--- config.mk ---
export PLATFORM = sky130hd
export DESIGN_NAME = catt_div_cell
export DESIGN_NICKNAME = d
export VERILOG_FILES = /design/src/rtl/constant_accel_travel_time_macros.svh /design/src/rtl/catt_pkg.sv /design/src/rtl/catt_div_cell.sv
export SDC_FILE = /design/constraint.sdc
export NUM_CORES = 1
export LEC_CHECK = 0
export BUFFER_PORTS_ARGS = -buffer_cell sky130_fd_sc_hd__buf_4
export CORE_AREA = 2 2 152 154
export CTS_CLUSTER_SIZE = 25
export DETAILED_ROUTE_END_ITERATION = 8
export DIE_AREA = 0 0 154 156
export PLACE_DENSITY_LB_ADDON = 0.12
export SYNTH_ARGS = -nofsm -noshare
export SYNTH_HDL_FRONTEND = slang
export SYNTH_SLANG_ARGS = --single-unit
--- constraint.sdc ---
create_clock -name clk -period 2.55 [get_ports clk]
set_input_delay 0.255 -clock clk [delete_from_list [all_inputs] [get_ports clk]]
set_output_delay 0.255 -clock clk [all_outputs]
set_load 0.005 [all_outputs]
--- src/rtl/constant_accel_travel_time_macros.svh ---
// Assertion macros for the constant-acceleration travel time block.
`ifndef CONSTANT_ACCEL_TRAVEL_TIME_MACROS_SVH
`define CONSTANT_ACCEL_TRAVEL_TIME_MACROS_SVH
`ifndef SYNTH
`define CATT_ASSERT_IMPL(label, clk, rst, prop, msg) \
  label: assert property (@(posedge clk) disable iff (rst) prop) else $error(msg);
`define CATT_ASSERT_NEXT(label, clk, rst, ante, cons, msg) \
  label: assert property (@(posedge clk) disable iff (rst) (ante) |=> (cons)) else $error(msg);
`else
`define CATT_ASSERT_IMPL(label, clk, rst, prop, msg)
`define CATT_ASSERT_NEXT(label, clk, rst, ante, cons, msg)
`endif
`endif

--- src/rtl/catt_pkg.sv ---
// Shared types and constants for the travel time block.
package catt_pkg;
  localparam int QShift = 16;
  localparam int SqrtSteps = 32;
  localparam int DivSteps = 64;
  localparam logic [15:0] EpsReset = 16'd1;
  localparam logic [31:0] TimeMax = 32'hFFFF_FFFF;

  typedef enum logic [1:0] {
    MODE_LINEAR  = 2'd0,
    MODE_ACCEL   = 2'd1,
    MODE_BRAKE   = 2'd2,
    MODE_REVERSE = 2'd3
  } mode_t;

  typedef struct packed {
    logic signed [31:0] velocity;
    logic signed [31:0] acceleration;
    logic [30:0] distance;
  } in_item_t;

  typedef struct packed {
    logic [31:0] travel_time;
    logic saturated;
  } out_item_t;

  // Data handed down the square root chain.
  typedef struct packed {
    logic valid;
    mode_t mode;
    logic [63:0] rad;
    logic [63:0] rem;
    logic [31:0] root;
    logic [31:0] vm;
    logic [31:0] am;
    logic [30:0] dm;
  } sq_tok_t;

  // Data handed down the divider chain.
  typedef struct packed {
    logic valid;
    logic [63:0] num;
    logic [32:0] den;
    logic [33:0] rem;
    logic [63:0] quo;
  } dv_tok_t;
endpackage

--- src/rtl/catt_div_cell.sv ---
// One restoring division step: settles one quotient bit per cell.
module catt_div_cell (
  input  logic clk,
  input  logic rst,
  input  logic en,
  input  catt_pkg::dv_tok_t din,
  output catt_pkg::dv_tok_t dout
);
  logic [33:0] sh;
  catt_pkg::dv_tok_t nx;

  always_comb begin
    nx = din;
    sh = {din.rem[32:0], din.num[63]};
    nx.num = {din.num[62:0], 1'b0};
    if (sh >= {1'b0, din.den}) begin
      nx.rem = sh - {1'b0, din.den};
      nx.quo = {din.quo[62:0], 1'b1};
    end else begin
      nx.rem = sh;
      nx.quo = {din.quo[62:0], 1'b0};
    end
  end

  always_ff @(posedge clk) begin
    if (rst) begin
      dout.valid <= 1'b0;
    end else if (en) begin
      dout.valid <= din.valid;
    end
    if (en) begin
      dout.num <= nx.num;
      dout.den <= nx.den;
      dout.rem <= nx.rem;
      dout.quo <= nx.quo;
    end
  end
endmodule

Word level (Yosys, flattened, before mapping). Index checks and enable logic that the tools add are counted.

RAM bits: 0. Output and inout bits: 196. Memories kept: 0. Flip-flop bits (word level): 195. ROM bits: 0. Bits in latches: 0. Input port bits: 199.

$add $sub $neg: 1. Bitwise operators: 0. Reductions and logical operators: 0. Order comparisons: 1. Muxes and demuxes: 1. Multipliers: 0. Eq/ne operators: 0. Div/mod/pow operators: 0. Shift-type cells: 0.

Operator list (number): 98-bit two-way mux (1); 34-bit by 33-bit greater-or-equal comparator with 1-bit output (1); 34-bit by 33-bit subtractor with 34-bit output (1).

Depth between registers and ports, before layout.
Word-level depth: 2. Mapped depth: 13.

Worst setup path before layout. Ideal clock, no wire load.

Kind: input-to-reg. From: input port din[194] (netlist name). To: register dout[74] (netlist name) (data pin). Required time: 2.290 ns. Buffers on the path: 1. Arrival time: 2.328 ns. Stages: 12. Setup slack: -0.038 ns. Cells stage by stage: inv_1 > ha_1 > inv_1 > fa_1 > a211oi_1 > o21ai_0 > o211ai_1 > nand2_2 > a31oi_4 > o21ai_2 > buf_12 > mux2_4.

RTL lines: from (decl) (RTL line catt_div_cell.sv:6) `input catt_pkg::dv_tok_t din,`; to (decl) (RTL line catt_div_cell.sv:7) `output catt_pkg::dv_tok_t dout`.

==> out/metrics.yaml <==
sta:
  slew_violations: 0
  tightest_slew_ns: 0.5923
  final_min_period_over_clock_period_pct: 94.61
  finalSetupViolCount: 0
  hold_violations: 0
  fmax_ghz: 0.4145
  min_period_ns: 2.413
  finClkSkew_ns: 0
  slew_headroom_pct: 60.51
power:
  cellInternalPower_mw: 6.333
  p_leak_nw: 6.344
  p_sw_mw: 2.276
  sw_frac_of_total_pct: 26.43
  pwr-share-clk_pct: 31.7
  p_comb_share_pct: 22.2
  ir_drop_uv: 426.1
  power.density_nw_per_um2: 596.7
  seqPwrFrac_pct: 46.1
drt:
  wl_um: 27730
  vias: 7000
  dr.first_iter.drc_count: 335
  wire_per_inst_um: 18.48
  ant_nets: 0
  routed_via_density: 4.667
  drt_pass1_iterations: 4
  drc_errors: 0
die:
  fp.dieH_um: 156
  die_area_um2: 24020
  rows: 55
  die_x_um: 154
  core-area_um2: 22370
  start_util_pct: 37.03
  ios: 395
synth:
  yosysUniqueCellTypes: 60
  synthCells: 559
  ys_ff_latch: 195
  syn_area_um2: 8283
  synth.top_cells.by_count: "edfxtp_1 (194), a21oi_1 (57), inv_1 (39), nor2_1 (39), ha_1 (33)"
  yosys.area.top_type: "edfxtp_1"
  muxShareOfSynthArea_pct: 1.375
  yosysMostFrequentCell: "edfxtp_1"
  syn_nets: 792
  yosys.area_share.simple_pct: 5.695
  yosys.area.top_type_share_pct: 70.33
  yosysWarnings: 0
  synthTopCellsByArea: "edfxtp_1 (70%), ha_1 (5.0%), a21oi_1 (3.4%), xnor2_1 (2.1%), inv_1 (1.8%)"
  synth_seq_area_share_pct: 70.57
  synth_top_family_by_area: "compound AO/OA/AOI/OAI gates"
  synth_edf_count: 194
  synth_compound_area_share_pct: 10.65
  ys_async_sr_fraction_pct: 0
  synthAdderAreaFrac_pct: 5.227
  synth-xor-area-share_pct: 3.066
  avgSynthCellArea_um2: 14.82
  synth-main-ff-cell: "edfxtp_1"
cts:
  clock_sinks: 195
  cts_tree: "done"
  clk_path_buf_depth: 2
  clkTransAtPathRegs_ns: 0.07
  clk_latency_ns: 0.42
  cts_root_buf: "clkbuf_16"
  cts_buffers: 17
  htreeDepth: 4
placement:
  dp.final_hpwl_um: 19950
  io_buffers: 391
  place_area_um2: 12280
  gp_congestion: 0.7988
final_layout:
  regMostFlops: "dout"
  nets: 1435
  nFillCells: 1679
  syn2layout_area_growth_pct: 74.20
  multi_input_area_um2: 2185
  final_cell_area_um2: 14430
  drive_gt1_share_pct: 44.86
  insertedDiodeCount: 0
  top_regs: "dout (195)"
  regArea_um2: 5846
  utilization_pct: 64.51
  largest_reg_flops: 195
worst_setup_path:
  worstPathCellList: "dlygate4sd3_1 > buf_4 > inv_1 > ha_1 > and3_2 > and3_2 > a2111oi_4 > o21ai_4 > buf_12 > mux2_4"
  arrival_ns: 2.58
  path_max_fanout: 15
  crit_required_ns: 2.72
  critPathCaptureType: "register"
  slowest_delay_ns: 0.54
  setup.worst_path.start_class: "primary input"
  crit_path_top_delay_cell: "dlygate4sd3_1"
  path_common_cell: "and3_2"
  path_class: "primary input to register"
grt:
  grt.overflow.total: 0
  first_global_vias: 7120
  grt_max_degree: 66
  grt_util_all_layers_pct: 22.31
  grt_pass1_wl_um: 40800
  antenna_found_initial: 2
status:
  outcome: "complete, no violations"
worst_hold_path:
  hp-class: "primary input to register"
job:
  drv_cap: 0
-- metrics by stage --
| stage | setup WS (ns) | total power, mW | TNS [ns] | hold WS (ns) | cells |
|---|---|---|---|---|---|
| 6_report | 0.1374 | 8.609 | 0 | 0.01800 | 1500 |
| 5_1_grt | -0.005280 | 8.954 | -0.005280 | 0.005126 | 1500 |
| 4_1_cts | 0.08281 | 8.683 | 0 | 0.006277 | 1499 |
| 3_5_place_dp | -0.3692 | 5.747 | -8.911 | 0.4176 | 1315 |
| 3_3_place_gp | -0.3191 | 5.724 | -7.148 | 0.4144 | 1315 |
| 2_1_floorplan | 0.001638 | 4.622 | 0 | 0.3274 | 559 |
-- power groups by stage --
stage | registers [mW] | logic, mW | clock network (mW)
final | 3.97 | 1.92 | 2.73
after global routing | 3.99 | 2.07 | 2.90
after CTS | 3.96 | 1.92 | 2.80
after detailed placement | 4.03 | 1.72 | 0
after global placement | 4.03 | 1.70 | 0
after floorplan | 4.06 | 0.558 | 0
-- cells by family after synthesis --
family | Yosys count
DFF | 195
adders and majority gates | 34
muxes | 9
AOI/OAI and AO/OA | 133
and+or+nand+nor | 102
buffers and inverters | 56
xor gates and xnor gates | 29
other | 1
-- metal layers --
metal / GRT usage (%) / up-vias / part of all wire, %
met3: 6.028 / 48 / 6.3
met1: 24.77 / 3305 / 37
met2: 40.87 / 260 / 53
met4: 8.500 / 4 / 3.1
met5: 0 / - / 0.12
li1: - / 3383 / -
-- cell type report --
cell class                      instances  share of cell area (%)
Inverter                               39                   1.015
Tap cell                              285                   2.471
Clock buffer                           17                   2.948
Timing Repair Buffer                  641                   36.64
Sequential cell                       195                   40.51
Clock inverter                         15                   1.275
Multi-Input combinational cell        308                   15.14
-- layout by cell type (no fill, tap or decap), drive strengths merged, types with 4 or more instances in the layout --
| cell | instances |
|---|---|
| a211oi | 7 |
| a21o | 10 |
| a21oi | 57 |
| a31oi | 5 |
| and3 | 6 |
| buf | 488 |
| clkbuf | 18 |
| clkinv | 9 |
| dlygate4sd3 | 152 |
| edfxtp | 194 |
| ha | 33 |
| inv | 45 |
| mux2 | 7 |
| nand2 | 26 |
| nand3 | 10 |
| nand4 | 6 |
| nor2 | 39 |
| nor2b | 4 |
| nor3 | 5 |
| o21a | 5 |
| o21ai | 26 |
| o21bai | 4 |
| xnor2 | 20 |
| xor2 | 9 |
-- repair_timing --
item | 4_1_cts | 5_1_grt
buffers inserted | 0 | 1
endpoints found under the setup margin | 0 | 25
endpoints found under the hold margin | 152 | 0
hold buffers | 152 | 0
gates resized for setup | 0 | 3
-- final timing paths --
| check | from | to | slack (ns) | cells past startpoint |
|---|---|---|---|---|
| worst max-delay path | din[128] | dout[79]$_DFFE_PP_ | 0.14 | 10 |
| worst min-delay path | din[119] | dout[119]$_DFFE_PP_ | 0.02 | 1 |
| worst max register to register | dout[195]$_SDFFE_PP0P_ | dout[195]$_SDFFE_PP0P_ | 1.96 | 2 |
| worst min register to register | dout[195]$_SDFFE_PP0P_ | dout[195]$_SDFFE_PP0P_ | 0.52 | 2 |
-- worst max-delay path: cells and delay by family --
kind	cells	cell delay [ns]
fa+ha+maj	1	0.23
simple gates	2	0.44
compound gates	2	0.48
mux	1	0.29
buf+inv	4	0.89
Note: power is estimated with default switching activity, not from simulation.
