==> config.mk <==
export PLATFORM = sky130hd
export DESIGN_NAME = catt_sqrt_cell
export DESIGN_NICKNAME = d
export VERILOG_FILES = /design/src/rtl/constant_accel_travel_time_macros.svh /design/src/rtl/catt_pkg.sv /design/src/rtl/catt_sqrt_cell.sv
export SDC_FILE = /design/constraint.sdc
export NUM_CORES = 1
export LEC_CHECK = 0
export BUFFER_PORTS_ARGS = -buffer_cell sky130_fd_sc_hd__clkbuf_2
export CORE_AREA = 2 2 203 205
export DETAILED_ROUTE_END_ITERATION = 7
export DIE_AREA = 0 0 205 207
export MAX_ROUTING_LAYER = met4
export PLACE_DENSITY_LB_ADDON = 0.1
export REMOVE_ABC_BUFFERS = 1
export SETUP_SLACK_MARGIN = 0.4
export SLEW_MARGIN = 20
export SYNTH_ARGS = -nofsm -noshare
export SYNTH_HDL_FRONTEND = slang
export SYNTH_SLANG_ARGS = --single-unit
export TNS_END_PERCENT = 100
==> constraint.sdc <==
create_clock -name clk -period 6.6 [get_ports clk]
set_clock_uncertainty 0.1 [all_clocks]
set_input_delay 0.99 -clock clk [delete_from_list [all_inputs] [get_ports clk]]
set_output_delay 0.99 -clock clk [all_outputs]
set_load 0.05 [all_outputs]
==> src/rtl/constant_accel_travel_time_macros.svh <==
// Assertion macros for the constant-acceleration travel time block.
`ifndef CONSTANT_ACCEL_TRAVEL_TIME_MACROS_SVH
`define CONSTANT_ACCEL_TRAVEL_TIME_MACROS_SVH
`ifndef SYNTH
`define CATT_ASSERT_IMPL(label, clk, rst, prop, msg) \
  label: assert property (@(posedge clk) disable iff (rst) prop) else $error(msg);
`define CATT_ASSERT_NEXT(label, clk, rst, ante, cons, msg) \
  label: assert property (@(posedge clk) disable iff (rst) (ante) |=> (cons)) else $error(msg);
`else
`define CATT_ASSERT_IMPL(label, clk, rst, prop, msg)
`define CATT_ASSERT_NEXT(label, clk, rst, ante, cons, msg)
`endif
`endif

==> src/rtl/catt_pkg.sv <==
// Shared types and constants for the travel time block.
package catt_pkg;
  localparam int QShift = 16;
  localparam int SqrtSteps = 32;
  localparam int DivSteps = 64;
  localparam logic [15:0] EpsReset = 16'd1;
  localparam logic [31:0] TimeMax = 32'hFFFF_FFFF;

  typedef enum logic [1:0] {
    MODE_LINEAR  = 2'd0,
    MODE_ACCEL   = 2'd1,
    MODE_BRAKE   = 2'd2,
    MODE_REVERSE = 2'd3
  } mode_t;

  typedef struct packed {
    logic signed [31:0] velocity;
    logic signed [31:0] acceleration;
    logic [30:0] distance;
  } in_item_t;

  typedef struct packed {
    logic [31:0] travel_time;
    logic saturated;
  } out_item_t;

  // Data handed down the square root chain.
  typedef struct packed {
    logic valid;
    mode_t mode;
    logic [63:0] rad;
    logic [63:0] rem;
    logic [31:0] root;
    logic [31:0] vm;
    logic [31:0] am;
    logic [30:0] dm;
  } sq_tok_t;

  // Data handed down the divider chain.
  typedef struct packed {
    logic valid;
    logic [63:0] num;
    logic [32:0] den;
    logic [33:0] rem;
    logic [63:0] quo;
  } dv_tok_t;
endpackage

==> src/rtl/catt_sqrt_cell.sv <==
// One restoring square root step: settles one root bit per cell.
module catt_sqrt_cell (
  input  logic clk,
  input  logic rst,
  input  logic en,
  input  catt_pkg::sq_tok_t din,
  output catt_pkg::sq_tok_t dout
);
  logic [65:0] trial;
  logic [65:0] remsh;
  catt_pkg::sq_tok_t nx;

  always_comb begin
    nx = din;
    remsh = {din.rem, din.rad[63:62]};
    trial = {32'd0, din.root, 2'b01};
    nx.rad = {din.rad[61:0], 2'b00};
    if (remsh >= trial) begin
      nx.rem = 64'(remsh - trial);
      nx.root = {din.root[30:0], 1'b1};
    end else begin
      nx.rem = remsh[63:0];
      nx.root = {din.root[30:0], 1'b0};
    end
  end

  always_ff @(posedge clk) begin
    if (rst) begin
      dout.valid <= 1'b0;
    end else if (en) begin
      dout.valid <= din.valid;
    end
    if (en) begin
      dout.mode <= nx.mode;
      dout.rad <= nx.rad;
      dout.rem <= nx.rem;
      dout.root <= nx.root;
      dout.vm <= nx.vm;
      dout.am <= nx.am;
      dout.dm <= nx.dm;
    end
  end
endmodule

== After elaboration in Yosys (flattened, before gate mapping) ==
Cells that the tools add are included.
Operators by class
  add/sub/neg operators: 1
  magnitude comparators: 1
  muxes and demuxes: 1
Operator list (count)
  96-bit 2-to-1 mux: 1
  66-bit by 34-bit greater-or-equal comparator with 1-bit output: 1
  64-bit by 34-bit subtractor with 64-bit output: 1
Storage, ports and cells
  flip-flop bits (word level): 256
  input port bits: 261
  output and inout bits: 258

== Logic depth before layout (Yosys ltp) ==
Gate-level depths: netlist (run 1).
  depth after elaboration: 2
  gate-level depth with buffers: 12
  mapped depth without buffers: 10

== Worst setup path before layout (run 1) ==
OpenSTA, ideal clock, no wires.
  path kind: in2reg
  from: input din[100] (netlist bit)
  to: register dout[189] (netlist bit) (data pin)
  setup time: 0.262 ns
  arrival time: 3.208 ns
  required time: 6.238 ns
  slack: 3.030 ns
  cell stages on the path: 11
  path buffers: 1
  cell sequence: inv_1 ha_1 a21oi_1 o21ai_0 a221oi_2 a2111oi_4 or3b_1 or2_1 buf_4 nor3_2 xor2_1
RTL lines
  start: declaration: line catt_sqrt_cell.sv:6  | input catt_pkg::sq_tok_t din,
  end: declaration: line catt_sqrt_cell.sv:7  | output catt_pkg::sq_tok_t dout

==> results of run 1 <==
==> cell usage after synthesis (3+ instances only) <==
| cell | instances | share of area [%] |
|---|---|---|
| edfxtp_1 | 255 | 70 |
| a21oi_1 | 62 | 2.8 |
| nor2_1 | 62 | 2.1 |
| inv_1 | 45 | 1.5 |
| nand2_1 | 43 | 1.5 |
| ha_1 | 34 | 3.9 |
| xnor2_1 | 32 | 2.6 |
| xor2_1 | 29 | 2.3 |
| o21ai_0 | 23 | 1.0 |
| nand4_1 | 19 | 1.1 |
| buf_2 | 15 | 0.68 |
| nor3_1 | 15 | 0.68 |
| nand3_1 | 13 | 0.59 |
| mux2_2 | 8 | 0.82 |
| buf_4 | 7 | 0.48 |
| o21bai_1 | 7 | 0.48 |
| nor3_2 | 6 | 0.55 |
| nor4_1 | 6 | 0.34 |
| or3_1 | 6 | 0.34 |
| a21o_1 | 5 | 0.34 |
| nor4_2 | 5 | 0.57 |
| a221oi_1 | 4 | 0.32 |
| nand2b_1 | 4 | 0.23 |
| a211oi_1 | 3 | 0.21 |
| clkbuf_1 | 3 | 0.10 |
| o211ai_1 | 3 | 0.21 |
| o21a_1 | 3 | 0.21 |
| o31ai_1 | 3 | 0.21 |
==> routing by layer <==
metal | global-route usage (%) | up-vias
met5 | - | -
met4 | 3.94 | 0
met3 | 5.63 | 44
met2 | 30.8 | 289
met1 | 19.4 | 3885
li1 | - | 3909
==> path summary, 6_finish.rpt <==
| check | start | end | slack [ns] | cells after the start |
|---|---|---|---|---|
| max | din[95] | dout[190] | 2.48 | 11 |
| min | dout[257] | dout[257] | 0.41 | 2 |
| max reg2reg | dout[257] | dout[257] | 5.91 | 2 |
| min reg2reg | dout[257] | dout[257] | 0.41 | 2 |
==> power by group through the flow <==
| stage | logic, mW | registers, mW | clock network, mW |
|---|---|---|---|
| after floorplan | 0.211 | 2.56 | 0 |
| after global placement | 1.09 | 2.04 | 0 |
| after detailed placement | 1.09 | 2.04 | 0 |
| after CTS | 1.09 | 2.01 | 1.68 |
| after global routing | 1.14 | 2.02 | 1.73 |
| final | 1.08 | 2.00 | 1.61 |
==> stage by stage <==
stage          instance area, µm²  instances  hold WS (ns)  setup slack [ns]
5_1_grt                     15100       1845         0.446              2.19
6_report                    15100       1845         0.412              2.48
3_5_place_dp                14100       1785         0.395              1.79
2_1_floorplan               10800        736         0.633              2.59
4_1_cts                     15100       1839         0.415              2.43
3_3_place_gp                14100       1785         0.379              1.80
==> final cells by class <==
class	count	area (µm²)
fillers	4072	25300
flip-flops and latches	256	7680
multi-input cells	435	2980
repair buffers	517	2610
clock buffers	36	795
well taps	532	666
inverters	45	169
clock inverters	18	158
diodes	6	15.0
==> logic make-up after synthesis <==
logic type / count (synthesis) / share of synthesized area, %
flip-flops: 256 / 69.9
AND/OR/NAND/NOR: 198 / 9.91
other: 1 / 0.0342
adder cells (fa/ha/maj): 34 / 3.88
AO/OA/AOI/OAI: 131 / 7.52
buffers and inverters: 72 / 2.94
XOR/XNOR: 61 / 4.87
multiplexers: 9 / 0.912
==> worst min-delay path, cell delays in order (launching register included) <==
cell     delay (ns)
dfxtp_1        0.32
mux2i_1        0.07
nor2_1         0.09
==> reports/results.txt, run 1 <==
Hold Buf Count CTS - 0
post-CTS sizing - 0
CP delay by family, top - simple AND/OR/NAND/NOR gates
CTS Root Cell - clkbuf_16
clk buf depth - 3
DRT iter0 DRCs - 460
leading cell type in the layout, fill and taps excluded - clkbuf_2
GRT Util Overall - 17.6%
post-synthesis instance area - 0.0110 mm²
critical path type - in2reg
WP data arrival - 4.33 ns
Largest register FFs - 256
number of core rows - 74
clk slew on worst S/H paths - 0.05 ns
setup bufs post-CTS - 0
status - completed
CP Buf/Inv Count - 2
Initial Util - 27.2%
Post-synth ARST share - 0%
Final Setup Violations - 0
core area - 0.0404 mm²
#FFs+latches synth - 256
total of max-cap violations - 0
Final GP Congestion - 0.813
Top reg by flops - dout
largest net degree at the start of global routing - 146
P per Cell Area - 311 mW/mm²
biggest regs - dout (256)
Slew @ Worst Pin - 0.968 ns
first-pass GRT wire length - 53.9 mm
wire length on met2 - 19.2 mm
Die Ht - 207 µm
antenna violations before repair - 6
nets - 1581
Power Total - 4.69 mW
CP endpoint kind - flip-flop
number of global-route vias before repair - 8109
final hold violations - 0
Primary FF master, synth - edfxtp_1
Syn. warnings - 0
cell count after synthesis - 762
Leakage - 6.43 nW
Post-route DRC - 0
slowest CP cell - or3_4
vias per cell - 4.40
most frequent cells in the layout - 515 x clkbuf_2, 255 x edfxtp_1, 62 x nor2_1, 62 x a21oi_1, 45 x inv_1
PortBufs - 516
DR vias - 8127
Util after Layout - 37.3%
Sink Count - 256
sequential share of the synthesized area - 69.9%
H-tree levels - 1
met3 WL post-DR - 3.16 mm
switching share of power - 32.8%
drt total wl - 37.8 mm
Layout area overhead - 37.3%
per-cell routed wire length - 20.5 µm
slowest stage delay, CP - 0.67 ns
Max-Slew Margin vs Limit - 35.5%
RSZ-0062 raised after global routing - no
post-DP HPWL - 29.9 mm
count of cell types in the netlist - 64
Post-synth EDFFs - 255
TNS Setup - 0 ns
Reg power frac - 42.7%
Die Wd - 205 µm
# IOs - 519
Max Fclk - 243 MHz
Clk Latency, worst-skew pair - 0.58 ns
First-pass DRT Iterations - 4
Worst setup SP type - input pin
remaining antenna violation count - 0
grt ovf - 0
Clk pwr share - 34.3%
worst vdd ir - 186 µV
CTS tree - yes
Psw - 1.54 mW
CP Cell Sequence - clkbuf_2, inv_1, ha_1, and2b_1, o2111ai_1, a2111o_1, a2111oi_4, or3_4, nand4_4, nor4_1, xor2_1
worst endpoint required time - 6.82 ns
Critical Path Fanout Max - 66
wl on met1 - 14.6 mm
Pint - 3.15 mW
HP Class - reg2reg
number of buffers created by CTS - 31
Comb power frac - 22.9%
final count of pins violating max slew - 0
share of post-route cells with drive strength above 1 - 45.4%
Die ar. - 0.0424 mm²
average size of a mapped cell - 14.4 µm²
crit path time final - 4.12 ns
final worst path period share - 62.4%
Max Used Layer - met4
(Power assumes the default switching activity.)
==> run 2, diff against run 1 <==
--- a/config.mk
+++ b/config.mk
@@ -5,10 +5,11 @@
 export SDC_FILE = /design/constraint.sdc
 export NUM_CORES = 1
 export LEC_CHECK = 0
+export ABC_AREA = 1
 export BUFFER_PORTS_ARGS = -buffer_cell sky130_fd_sc_hd__clkbuf_2
-export CORE_AREA = 2 2 203 205
+export CORE_AREA = 2 2 201 203
 export DETAILED_ROUTE_END_ITERATION = 7
-export DIE_AREA = 0 0 205 207
+export DIE_AREA = 0 0 203 205
 export MAX_ROUTING_LAYER = met4
 export PLACE_DENSITY_LB_ADDON = 0.1
 export REMOVE_ABC_BUFFERS = 1
==> constraint.sdc (replaced) <==
create_clock -name clk -period 4.2 [get_ports clk]
set_clock_uncertainty 0.1 [all_clocks]
set_input_delay 0.63 -clock clk [delete_from_list [all_inputs] [get_ports clk]]
set_output_delay 0.63 -clock clk [all_outputs]
set_load 0.05 [all_outputs]
==> run 2 against run 1 <==
Critical path depth increased by 1. Combinational power up 70%. Largest power group unchanged. Synthesized cell count up 74%. Clock power increased by 65%. Hold slack got worse by 0.30 ns. Routed wire length increased by 32%. Clock-buffer cell count is 4 lower. Cell count is 31% higher. Sequential cell count unchanged. Critical path type unchanged. Largest cell class unchanged.
==> reports/results.txt, run 2 <==
number of global-route vias before repair - 11000
most frequent cells in the layout - 515 x clkbuf_2, 430 x nand2_1, 255 x edfxtp_1
number of core rows - 73
HP Class - in2reg
antenna violations before repair - 2
Post-synth EDFFs - 255
Power Total - 7.66 mW
setup ws final - 1.29 ns
total of max-cap violations - 0
CP endpoint kind - flip-flop
post-synthesis instance area - 0.0126 mm²
PortBufs - 516
Leakage - 8.02 nW
Slew @ Worst Pin - 0.956 ns
core area - 0.0394 mm²
FF-to-FF End - dout[257]
crit path time final - 2.91 ns
Largest register FFs - 256
CTS tree - yes
Psw - 2.61 mW
TNS Setup - 0 ns
R2R setup slack - 3.49 ns
remaining antenna violation count - 0
layer with the highest usage - met2
final count of pins violating max slew - 0
P per Cell Area - 454 mW/mm²
biggest regs - dout (256)
worst vdd ir - 296 µV
sequential share of the synthesized area - 61.0%
Top reg by flops - dout
cell taking the most area after synthesis - edfxtp_1
worst hold endpoint - dout[243]
fin cells - 2418
Post-synth top cells - 430 x nand2_1, 255 x edfxtp_1, 223 x inv_1
First-pass DRT Iterations - 5
post-DP HPWL - 41.3 mm
final hold violations - 0
cell count after synthesis - 1325
most frequent cell after synthesis - nand2_1
Hold Buf Count CTS - 0
H-tree levels - 1
Die Wd - 203 µm
Clk pwr share - 34.8%
Place WS - 0.674 ns
DR vias - 10900
Layout area overhead - 33.8%
leading cell type in the layout, fill and taps excluded - clkbuf_2
met1 usage - 29.4%
worst endpoint required time - 4.43 ns
met3 Track Usage GR - 4.33%
worst r2r path cells - 2
Syn. warnings - 0
nets - 2163
setup bufs post-CTS - 0
# IOs - 519
Primary FF master, synth - edfxtp_1
Worst setup SP type - input pin
Post-route DRC - 0
clk slew on worst S/H paths - 0.06 ns
met2 GRT Util - 41.5%
final worst path period share - 69.3%
Sink Count - 256
first-pass GRT wire length - 71.2 mm
dominant cells by area after synthesis - edfxtp_1 61%, nand2_1 13%, inv_1 6.6%
clk buf depth - 3
dpl cells - 2361
Max-Slew Margin vs Limit - 35.8%
Critical Path Fanout Max - 4
Initial Util - 32.0%
grt ovf - 0
GRT Util Overall - 24.0%
Die ar. - 0.0416 mm²
WP data arrival - 3.14 ns
vias per cell - 4.53
CTS Root Cell - clkbuf_16
largest net degree at the start of global routing - 86
Hold Slack - 0.110 ns
switching share of power - 34.1%
Final GP Congestion - 0.930
Final Setup Violations - 0
Pint - 5.05 mW
Die Ht - 205 µm
status - completed
number of buffers created by CTS - 30
DRT iter0 DRCs - 698
RSZ-0062 raised after global routing - no
Hold Crit Start - din[241]
critical path type - in2reg
Comb power frac - 24.0%
post-CTS sizing - 0
count of cell types in the netlist - 35
#FFs+latches synth - 256
Clk Latency, worst-skew pair - 0.58 ns
Post-synth ARST share - 0%
Reg-to-Reg Start - dout[257]
Synth top area share - 60.8%
Reg power frac - 41.3%
per-cell routed wire length - 20.6 µm
worst hold stages - 1
drt total wl - 49.8 mm
share of post-route cells with drive strength above 1 - 31.3%
Max Fclk - 343 MHz
average size of a mapped cell - 9.51 µm²
[run 2: worst max-delay path by stage]
stage	start	endpoint	slack, ns
final	din[116]	dout[168]	1.29
after global routing	din[116]	dout[168]	1.08
after CTS	din[116]	dout[184]	1.31
after detailed placement	din[116]	dout[168]	0.67
after global placement	din[116]	dout[184]	0.73
after floorplan	din[102]	dout[147]	1.39
[run 2: kinds of logic after synthesis]
| logic type | synth area share [%] |
|---|---|
| DFF | 61.0 |
| buffers and inverters | 7.47 |
| xor gates and xnor gates | 2.16 |
| AOI/OAI and AO/OA | 4.20 |
| other | 0.0298 |
| and+or+nand+nor | 21.7 |
| adders and majority gates | 3.38 |
| muxes | 0.0795 |
[run 2: final cells by class]
type,instances,area (µm²)
tap,525,657
clock inverter,23,240
sequential,256,7680
timing repair buffer,522,2690
fill,4030,22500
multi-input combinational,833,3980
inverter,225,847
clock buffer,32,758
antenna,2,5.00
[run 2: power by group through the flow]
stage / logic [mW] / registers, mW / clock network [mW]
after floorplan: 0.399 / 4.01 / 0
after global placement: 1.85 / 3.21 / 0
after detailed placement: 1.85 / 3.21 / 0
after CTS: 1.86 / 3.16 / 2.74
after global routing: 1.95 / 3.18 / 2.83
final: 1.84 / 3.16 / 2.66
[run 2: worst max-delay path: stages]
cell	delay, ns
clkbuf_2	0.10
inv_1	0.08
ha_1	0.39
nand2_1	0.18
nor2_1	0.19
inv_1	0.08
nor3_1	0.73
nand3_1	0.14
nand2_1	0.35
nand2_1	0.12
nand3_1	0.09
a21oi_1	0.07
[run 2: routing by layer]
| layer | part of all wire, % | wire length, µm |
|---|---|---|
| met5 | 0 | 0 |
| met4 | 2.1 | 1040 |
| met3 | 5.9 | 2970 |
| met2 | 50 | 24700 |
| met1 | 42 | 21100 |
[run 2: through the flow]
stage	utilization (%)	cell area [µm²]
CTS	42.8	16800
global placement	40.3	15800
detailed placement	40.3	15800
finish	42.8	16900
global route	42.8	16900
floorplan	-	12500
==> run 3, diff against run 2 <==
==> constraint.sdc (replaced) <==
create_clock -name clk -period 2.75 [get_ports clk]
set_clock_uncertainty 0.1 [all_clocks]
set_input_delay 0.4125 -clock clk [delete_from_list [all_inputs] [get_ports clk]]
set_output_delay 0.4125 -clock clk [all_outputs]
set_load 0.05 [all_outputs]
==> run 3 against run 2 <==
Critical path depth is the same. Via count grew 8.4%. Power grew 59%. Sequential share of layout area shrank 6.0 points. Cell count grew 11%. Setup slack lost 0.71 ns. Final area grew 15%. Combinational power grew 73%. Global-route usage grew 1.2 points. Non-clock buffer count grew 258. Hold slack lost 0.090 ns.
==> reports/results.txt, run 3 (synthesis gave the netlist of run 2 again) <==
slowest stage delay, CP - 0.34 ns
worst endpoint required time - 2.94 ns
Top reg by flops - dout
Sink Count - 256
WP data arrival - 2.36 ns
first-pass GRT wire length - 75.1 mm
Reg-to-Reg Start - dout[257]
area post-placement - 0.0164 mm²
Slew @ Worst Pin - 0.576 ns
Finished Cell Area - 0.0194 mm²
CP Cell Sequence - clkbuf_2, inv_1, ha_1, a21oi_1, o21ai_0, a21oi_1, nand2_1, inv_1, nand3_4, inv_4, buf_12, o21ai_0
Clk Latency, worst-skew pair - 0.56 ns
drt total wl - 52.4 mm
vias per cell - 4.43
# IOs - 519
CTS Root Cell - clkbuf_16
FF-to-FF End - dout[257]
Max-Slew Margin vs Limit - 61.6%
status - completed
TNS Setup - 0 ns
Die Wd - 203 µm
Die Ht - 205 µm
crit path time final - 2.17 ns
Power Total - 12.2 mW
post-CTS sizing - 0
clk slew on worst S/H paths - 0.06 ns
worst hold stages - 1
total of max-cap violations - 0
Place WS - -0.0112 ns
Final GP Congestion - 0.928
Initial Util - 32.0%
Worst setup SP type - input pin
slowest CP cell - ha_1
CTS tree - yes
remaining antenna violation count - 0
clk buf depth - 3
First-pass DRT Iterations - 5
dpl cells - 2428
Post-route DRC - 0
most frequent cells in the layout - 515 x clkbuf_2, 430 x nand2_1, 255 x edfxtp_1
grt ovf - 0
per-cell routed wire length - 19.6 µm
Hold Crit Start - din[110]
fin cells - 2678
Die ar. - 0.0416 mm²
Hold Slack - 0.0206 ns
P per Cell Area - 627 mW/mm²
R2R setup slack - 1.46 ns
CP endpoint kind - flip-flop
biggest regs - dout (256)
final worst path period share - 79.1%
post-DP HPWL - 42.3 mm
worst r2r path cells - 3
final hold violations - 0
Max Fclk - 460 MHz
GRT Util Overall - 25.2%
DRT iter0 DRCs - 675
Util after Layout - 49.2%
number of buffers created by CTS - 30
leading cell type in the layout, fill and taps excluded - clkbuf_2
Critical Path Fanout Max - 27
number of global-route vias before repair - 12100
Largest register FFs - 256
worst vdd ir - 599 µV
core area - 0.0394 mm²
antenna violations before repair - 3
Leakage - 9.19 nW
nets - 2421
H-tree levels - 1
Layout area overhead - 53.9%
final count of pins violating max slew - 0
share of post-route cells with drive strength above 1 - 30.6%
critical path type - in2reg
worst hold endpoint - dout[111]
setup ws final - 0.575 ns
DR vias - 11900
PortBufs - 516
largest net degree at the start of global routing - 60
HP Class - in2reg
Final Setup Violations - 0
RSZ-0062 raised after global routing - no
number of core rows - 73
-- run 3: area by class of cell --
class	count	area (µm²)
Antenna cell	3	7.51
Clock buffer	35	791
Clock inverter	21	238
Fill cell	3862	20000
Inverter	225	847
Multi-Input combinational cell	833	3980
Sequential cell	256	7680
Tap cell	525	657
Timing Repair Buffer	780	5190
-- run 3: worst max path at each step --
stage / startpoint / end / depth (start not counted)
6_report: din[126] / dout[144] / 12
5_1_grt: din[126] / dout[132] / 12
4_1_cts: din[126] / dout[144] / 13
3_5_place_dp: din[126] / dout[144] / 13
3_3_place_gp: din[117] / dout[186] / 17
2_1_floorplan: din[102] / dout[147] / 14
-- run 3: what timing repair did --
| action | in CTS | in global routing |
|---|---|---|
| hold endpoints to repair | 190 | 0 |
| buffers inserted | 0 | 0 |
| endpoints found under the setup margin | 0 | 0 |
| hold buffers | 191 | 0 |
-- run 3: report_power, final --
| group | internal [mW] | total, mW | switching (mW) | leakage [nW] |
|---|---|---|---|---|
| registers | 4.71 | 4.83 | 0.118 | 2.50 |
| logic | 0.910 | 3.18 | 2.27 | 6.18 |
| clock network | 2.52 | 4.15 | 1.62 | 0.500 |
-- run 3: critical path, delay by kind of cell --
family	cells	cell delay [ns]
simple gates	2	0.19
buf+inv	5	0.58
fa+ha+maj	1	0.34
compound gates	4	0.83
-- run 3: routing by layer --
metal / up-vias / GRT usage (%) / wire length (µm)
li1: 5921 / - / -
met1: 5473 / 30.9 / 22100
met2: 419 / 43.0 / 25500
met3: 61 / 4.39 / 3270
met4: 0 / 7.01 / 1490
met5: - / - / 0
